[src/rtl/mrst_pkg.sv]
package mrst_pkg;

    // Tree geometry
    localparam int LEAVES      = 1024;
    localparam int LEAF_W      = 11;
    localparam int VAL_W       = 30;
    localparam int NODES       = 4 * LEAVES;
    localparam int NODE_AW     = $clog2(NODES);
    localparam int STACK_DEPTH = $clog2(LEAVES);
    localparam int SP_W        = $clog2(STACK_DEPTH + 1);
    localparam int SP_IW       = $clog2(STACK_DEPTH);

    // Stream widths and tdata field offsets
    localparam int TUSER_W  = 2;
    localparam int TDATA_W  = 64;
    localparam int MDATA_W  = 32;
    localparam int LEAF_LSB = 0;
    localparam int VAL_LSB  = LEAF_LSB + LEAF_W;
    localparam int LOW_LSB  = VAL_LSB + VAL_W;
    localparam int HIGH_LSB = LOW_LSB + LEAF_W;

    localparam logic [VAL_W-1:0]  MODULUS    = VAL_W'(1000000000);
    localparam logic [LEAF_W-1:0] LEAVES_MAX = LEAF_W'(LEAVES);

    typedef enum logic [TUSER_W-1:0] {
        OP_CLEAR = 2'd0,
        OP_ADD   = 2'd1,
        OP_QUERY = 2'd2,
        OP_NOP   = 2'd3
    } t_op;

    typedef struct packed {
        logic load;
        logic sweep;
        logic desc;
        logic leaf_rd;
        logic leaf_wr;
        logic sib_rd;
        logic par_wr;
        logic qry_step;
        logic out_load;
    } t_cmd;

    typedef struct packed {
        logic sweep_last;
        logic leaf_ok;
        logic at_leaf;
        logic at_root;
        logic par_root;
        logic range_empty;
        logic walk_last;
    } t_stat;

    typedef struct packed {
        logic [NODE_AW-1:0] node;
        logic [LEAF_W-1:0]  lo;
        logic [LEAF_W-1:0]  hi;
    } t_frame;

    // Sum of two residues, folded back below the modulus
    function automatic logic [VAL_W-1:0] mod_add(input logic [VAL_W-1:0] a,
                                                 input logic [VAL_W-1:0] b);
        logic [VAL_W:0] s;
        s = {1'b0, a} + {1'b0, b};
        if (s >= {1'b0, MODULUS}) begin
            s = s - {1'b0, MODULUS};
        end
        return s[VAL_W-1:0];
    endfunction

endpackage

[src/rtl/mrst_ctrl.sv]
module mrst_ctrl (
    input  logic               i_clk,
    input  logic               i_rst_n,
    input  logic               i_in_valid,
    input  mrst_pkg::t_op      i_op,
    input  logic               i_out_free,
    input  mrst_pkg::t_stat    i_stat,
    output logic               o_in_ready,
    output mrst_pkg::t_cmd     o_cmd
);

    typedef enum logic [8:0] {
        ST_SWEEP       = 9'b000000001,
        ST_IDLE        = 9'b000000010,
        ST_ADD_DESC    = 9'b000000100,
        ST_ADD_LEAF_WR = 9'b000001000,
        ST_ADD_SIB_RD  = 9'b000010000,
        ST_ADD_PAR_WR  = 9'b000100000,
        ST_QRY_WALK    = 9'b001000000,
        ST_QRY_SUM     = 9'b010000000,
        ST_QRY_OUT     = 9'b100000000
    } t_state;

    t_state r_state;
    t_state n_state;

    always_ff @(posedge i_clk) begin
        if (!i_rst_n) begin
            r_state <= ST_SWEEP;
        end else begin
            r_state <= n_state;
        end
    end

    always_comb begin
        n_state    = r_state;
        o_cmd      = '0;
        o_in_ready = 1'b0;
        unique case (r_state)
            ST_SWEEP: begin
                o_cmd.sweep = 1'b1;
                if (i_stat.sweep_last) begin
                    n_state = ST_IDLE;
                end
            end
            ST_IDLE: begin
                o_in_ready = 1'b1;
                if (i_in_valid) begin
                    o_cmd.load = 1'b1;
                    unique case (i_op)
                        mrst_pkg::OP_CLEAR: n_state = ST_SWEEP;
                        mrst_pkg::OP_ADD:   n_state = ST_ADD_DESC;
                        mrst_pkg::OP_QUERY: n_state = ST_QRY_WALK;
                        mrst_pkg::OP_NOP:   n_state = ST_IDLE;
                    endcase
                end
            end
            ST_ADD_DESC: begin
                if (!i_stat.leaf_ok) begin
                    n_state = ST_IDLE;
                end else if (i_stat.at_leaf) begin
                    o_cmd.leaf_rd = 1'b1;
                    n_state       = ST_ADD_LEAF_WR;
                end else begin
                    o_cmd.desc = 1'b1;
                end
            end
            ST_ADD_LEAF_WR: begin
                o_cmd.leaf_wr = 1'b1;
                n_state       = i_stat.at_root ? ST_IDLE : ST_ADD_SIB_RD;
            end
            ST_ADD_SIB_RD: begin
                o_cmd.sib_rd = 1'b1;
                n_state      = ST_ADD_PAR_WR;
            end
            ST_ADD_PAR_WR: begin
                o_cmd.par_wr = 1'b1;
                n_state      = i_stat.par_root ? ST_IDLE : ST_ADD_SIB_RD;
            end
            ST_QRY_WALK: begin
                if (i_stat.range_empty) begin
                    n_state = ST_QRY_OUT;
                end else begin
                    o_cmd.qry_step = 1'b1;
                    if (i_stat.walk_last) begin
                        n_state = ST_QRY_SUM;
                    end
                end
            end
            ST_QRY_SUM: begin
                n_state = ST_QRY_OUT;
            end
            ST_QRY_OUT: begin
                if (i_out_free) begin
                    o_cmd.out_load = 1'b1;
                    n_state        = ST_IDLE;
                end
            end
            default: begin
                n_state = ST_IDLE;
            end
        endcase
    end

endmodule

[config.mk]
export PLATFORM = sky130hd
export DESIGN_NAME = mrst_ctrl
export DESIGN_NICKNAME = d
export VERILOG_FILES = /design/src/rtl/mrst_pkg.sv /design/src/rtl/mrst_ctrl.sv
export SDC_FILE = /design/constraint.sdc
export NUM_CORES = 1
export LEC_CHECK = 0
export ABC_AREA = 1
export BUFFER_PORTS_ARGS = -buffer_cell sky130_fd_sc_hd__buf_2
export CAP_MARGIN = 20
export CORE_AREA = 3 3 44 46
export CTS_BUF_LIST = sky130_fd_sc_hd__clkbuf_4
export DETAILED_ROUTE_END_ITERATION = 12
export DIE_AREA = 0 0 47 49
export PLACE_DENSITY = 0.8
export SETUP_SLACK_MARGIN = 0.1
export SYNTH_ARGS = -nofsm -noshare
export SYNTH_HDL_FRONTEND = slang
export SYNTH_SLANG_ARGS = --single-unit
export TNS_END_PERCENT = 50
[constraint.sdc]
create_clock -name i_clk -period 2.93 [get_ports i_clk]
set_input_delay 0.586 -clock i_clk [delete_from_list [all_inputs] [get_ports i_clk]]
set_output_delay 0.586 -clock i_clk [all_outputs]
set_load 0.02 [all_outputs]
Word level (Yosys, flattened, before mapping)
Index checks and enable logic that the tools add are counted.
{"block": "word_totals", "regBits": 9, "output_inout_bits": 10, "elab_cells": 46}
{"block": "op_classes", "eq_ne": 17, "n_mux": 26, "n_reduce_logical": 2}
{"op": "case mux 9 bit (9 select lines)", "n": 1}
{"op": "2-to-1 mux 9 bit", "n": 7}
{"op": "case mux 9 bit (4 select lines)", "n": 1}
{"op": "2-to-1 mux 1 bit", "n": 13}
{"op": "2-to-1 mux 5 bit", "n": 2}
{"op": "== test 9 x 1 -> 1 bit (second input constant)", "n": 1}
{"op": "== test 9 x 2 -> 1 bit (second input constant)", "n": 1}
{"op": "== test 9 x 3 -> 1 bit (second input constant)", "n": 1}
{"op": "== test 9 x 4 -> 1 bit (second input constant)", "n": 1}
{"op": "== test 9 x 5 -> 1 bit (second input constant)", "n": 1}
{"op": "== test 9 x 6 -> 1 bit (second input constant)", "n": 1}
{"op": "== test 9 x 7 -> 1 bit (second input constant)", "n": 1}
{"op": "== test 9 x 8 -> 1 bit (second input constant)", "n": 1}
{"op": "== test 9 bit (second input constant)", "n": 1}
{"op": "inequality test 2 bit (second input constant)", "n": 3}
{"op": "inequality test 3 bit (second input constant)", "n": 2}
{"op": "AND reduction 5 bit", "n": 1}
{"op": "== test 2 bit (second input constant)", "n": 2}
{"op": "2-to-1 mux 2 bit", "n": 2}
{"op": "== test 2 x 1 -> 1 bit (second input constant)", "n": 1}
{"op": "logical NOT 2 bit", "n": 1}

Depth between registers and ports, before layout
{"block": "depth", "ltp_word": 4, "mapped_depth": 11}

Worst setup path before layout
Ideal clock, no wire load.
{"block": "synth_path", "path_type": "input to output", "from": "input port i_out_free", "to": "output port o_cmd[0] (netlist bit)", "t_arrival_ps": 1337, "slack_ps": 1007, "cell_stages": 2, "path_buffers": 0, "cell_sequence": "inv_1 -> nor4_1"}
{"element": "from (decl)", "line": "mrst_ctrl.sv:6", "source": "input logic i_out_free,"}
{"element": "to (decl)", "line": "mrst_ctrl.sv:9", "source": "output mrst_pkg::t_cmd o_cmd"}

==> impl_results.md <==
- Worst R2R Setup Slack: 1490 ps
- Synth area leader: dfxtp_1
- Hold Slack: 596 ps
- HPWL after DPL: 1.64 mm
- Clock group share of total power: 0.335
- Synthesized area: 823 sq um
- Cell count after placement: 176
- YS warnings: 0
- Pin slew with the least headroom to its limit: 303 ps
- Die area: 2300 sq um
- Setup-failing EPs final: 0
- Overall global routing resource usage: 0.190
- Antenna violations before repair: 0
- Port bufs: 22
- Clk sinks: 9
- Clk slew on worst S/H paths: 70 ps
- Layout area overhead: 17.2%
- Reg power frac: 0.397
- Final hold viol count: 0
- RSZ-0062 raised after global routing: false
- Grt total ovfl: 0
- CP endpoint kind: output port
- Final Non-Filler Cells: 180
- Vias in the first global route: 822
- Required @ worst endpoint: 2340 ps
- CTS tree: yes
- Comb power frac: 0.268
- Number of buffers created by CTS: 3
- Final worst setup slack: 835 ps
- Internal: 0.218 mW
- Final period util: 0.715
- Critical path peak fanout: 4
- Layout Nets: 178
- Pwr dens: 345 nW/um^2
- I/O pins: 23
- Drt pass-1 iters: 4
- Pre-CTS setup slack: 1120 ps
- Power Total: 0.333 mW
- Global placement routability congestion: 0.913
- Cells after synthesis: 140
- Max cap viols: 0
- Reg2reg end: r_state[1]
- Unique cell type count in the Yosys netlist: 22
- Sw frac: 0.345
- Synth top area cells: dfxtp_1 22%, nor2_1 13%, inv_1 13%
- Post-cts resize count: 0
- Critical path arrival: 1510 ps
- H-tree levels: 1
- Post CTS Setup Buffer Count: 0
- Highest Clock Rate: 477 MHz
- Die Y: 49 microns
- Vias: 945
- First-pass GRT wire length: 3.33 mm
- N_diodes: 0
- NetSw: 0.115 mW
- Min cycle time layout: 2100 ps
- Largest register FFs: 9
- Final wirelength: 1.96 mm
- Outcome: complete, no violations
- Rows: 14
- Synth top area share: 0.219
- Top flop regs: r_state (9)
- Type of origin of the critical path: flop
- R2R cell count: 10
- Worst rel slew slack: 0.796
- CP Class: flop to output port
- Layout cells sized above 1: 0.262
- Avg Cell Area, Syn: 5.88 sq um
- Most frequent cells in the layout: 29 x nor2_1, 28 x inv_1, 22 x nand2_1, 22 x buf_2, 14 x nand3_1
- Peak VDD IR: 0.225 mV
- Pins Over Slew Limit: 0
- Worst-skew pair later-pin latency: 270 ps
- Setup_tns: 0 ps
- Syn_nets: 153
- Sequential-to-total area share from yosys stat: 0.219
- Hold path depth: 2
- Initial Util: 0.534
- Seq cells post-synth: 9
- Avg WL per Cell: 10.9 microns
- Post-route ant nets: 0
- Detailed-route DRC error count: 0
- CTS Hold Bufs: 0
- Most common cell after layout, fill and taps aside: nor2_1
- Initial DRC Count: 10
- Hold path startpoint: i_rst_n
- Worst Hold Endpoint: r_state[0]
- Clock root buffer master: clkbuf_4
- Die Width: 47 microns
- Drt via density: 5.25
- Setup Skew: 0.249 ps
- Core ar.: 1540 sq um
- Worst min path class: input pin to flop
- Static Leakage: 0.598 nW
- Register with the most flip-flops: r_state
- FF-to-FF Start: r_state[8]
- Largest net degree at the start of global routing: 13
- Worst-case clock buffer depth: 2
-- power by group through the flow --
stage | Combinational [mW] | Sequential [mW] | Clock, mW
3_3_place_gp | 0.0871 | 0.135 | 0
2_1_floorplan | 0.0671 | 0.134 | 0
6_report | 0.0890 | 0.132 | 0.112
3_5_place_dp | 0.0885 | 0.135 | 0
5_1_grt | 0.0998 | 0.133 | 0.116
4_1_cts | 0.0891 | 0.132 | 0.112
-- per-layer routing --
metal	wire, microns	global-route usage	vias to the layer above
met5	0	0	-
met4	34	0.0691	0
met3	100	0.0221	5
met2	899	0.285	26
met1	921	0.272	427
li1	-	-	487
-- cell usage after synthesis, drive strengths merged --
library cell / n
nor2: 33
inv: 30
nand2: 29
nand3: 16
dfxtp: 9
nand4: 8
nor3: 4
nor4: 3
a21oi: 2
buf: 2
clkinv: 2
o21ai: 1
o22ai: 1
-- per-stage QoR --
stage | utilization | area, sq um
3_5_place_dp | 0.606 | 935
6_report | 0.626 | 965
3_3_place_gp | 0.606 | 935
5_1_grt | 0.626 | 965
4_1_cts | 0.626 | 965
2_1_floorplan | - | 823
-- worst max-delay path: stages (launching register included) --
cell and delay, ps:
dfxtp_1 420, inv_1 100, nor4_1 230, nand3_1 140, inv_1 90, nand2_1 60
inv_1 50, buf_2 150
-- how the worst max path moves through the flow --
stage | start | endpoint | slack [ps] | cells after the start
4_1_cts | r_state[2] | o_cmd[6] | 830 | 7
5_1_grt | r_state[2] | o_cmd[6] | 680 | 7
2_1_floorplan | i_out_free | o_cmd[0] | 1010 | 2
3_5_place_dp | r_state[2] | o_cmd[6] | 1120 | 7
6_report | r_state[2] | o_cmd[6] | 830 | 7
3_3_place_gp | r_state[8] | o_cmd[7] | 1140 | 4
-- logic make-up (layout without fill, tap and decap cells) --
logic type | count (synthesis) | after routing | share of synthesized area
and+or+nand+nor | 93 | 93 | 0.581
DFF | 9 | 9 | 0.219
buffers and inverters | 34 | 58 | 0.175
AOI/OAI and AO/OA | 4 | 4 | 0.0258
-- area by class of cell --
| class | instances | area (sq um) |
|---|---|---|
| clock buffers | 4 | 30.0 |
| flip-flops and latches | 9 | 180 |
| repair buffers | 22 | 110 |
| fillers | 154 | 577 |
| inverters | 32 | 125 |
| multi-input cells | 97 | 499 |
| well taps | 16 | 20.0 |
Note: power is estimated with default switching activity, not from simulation.
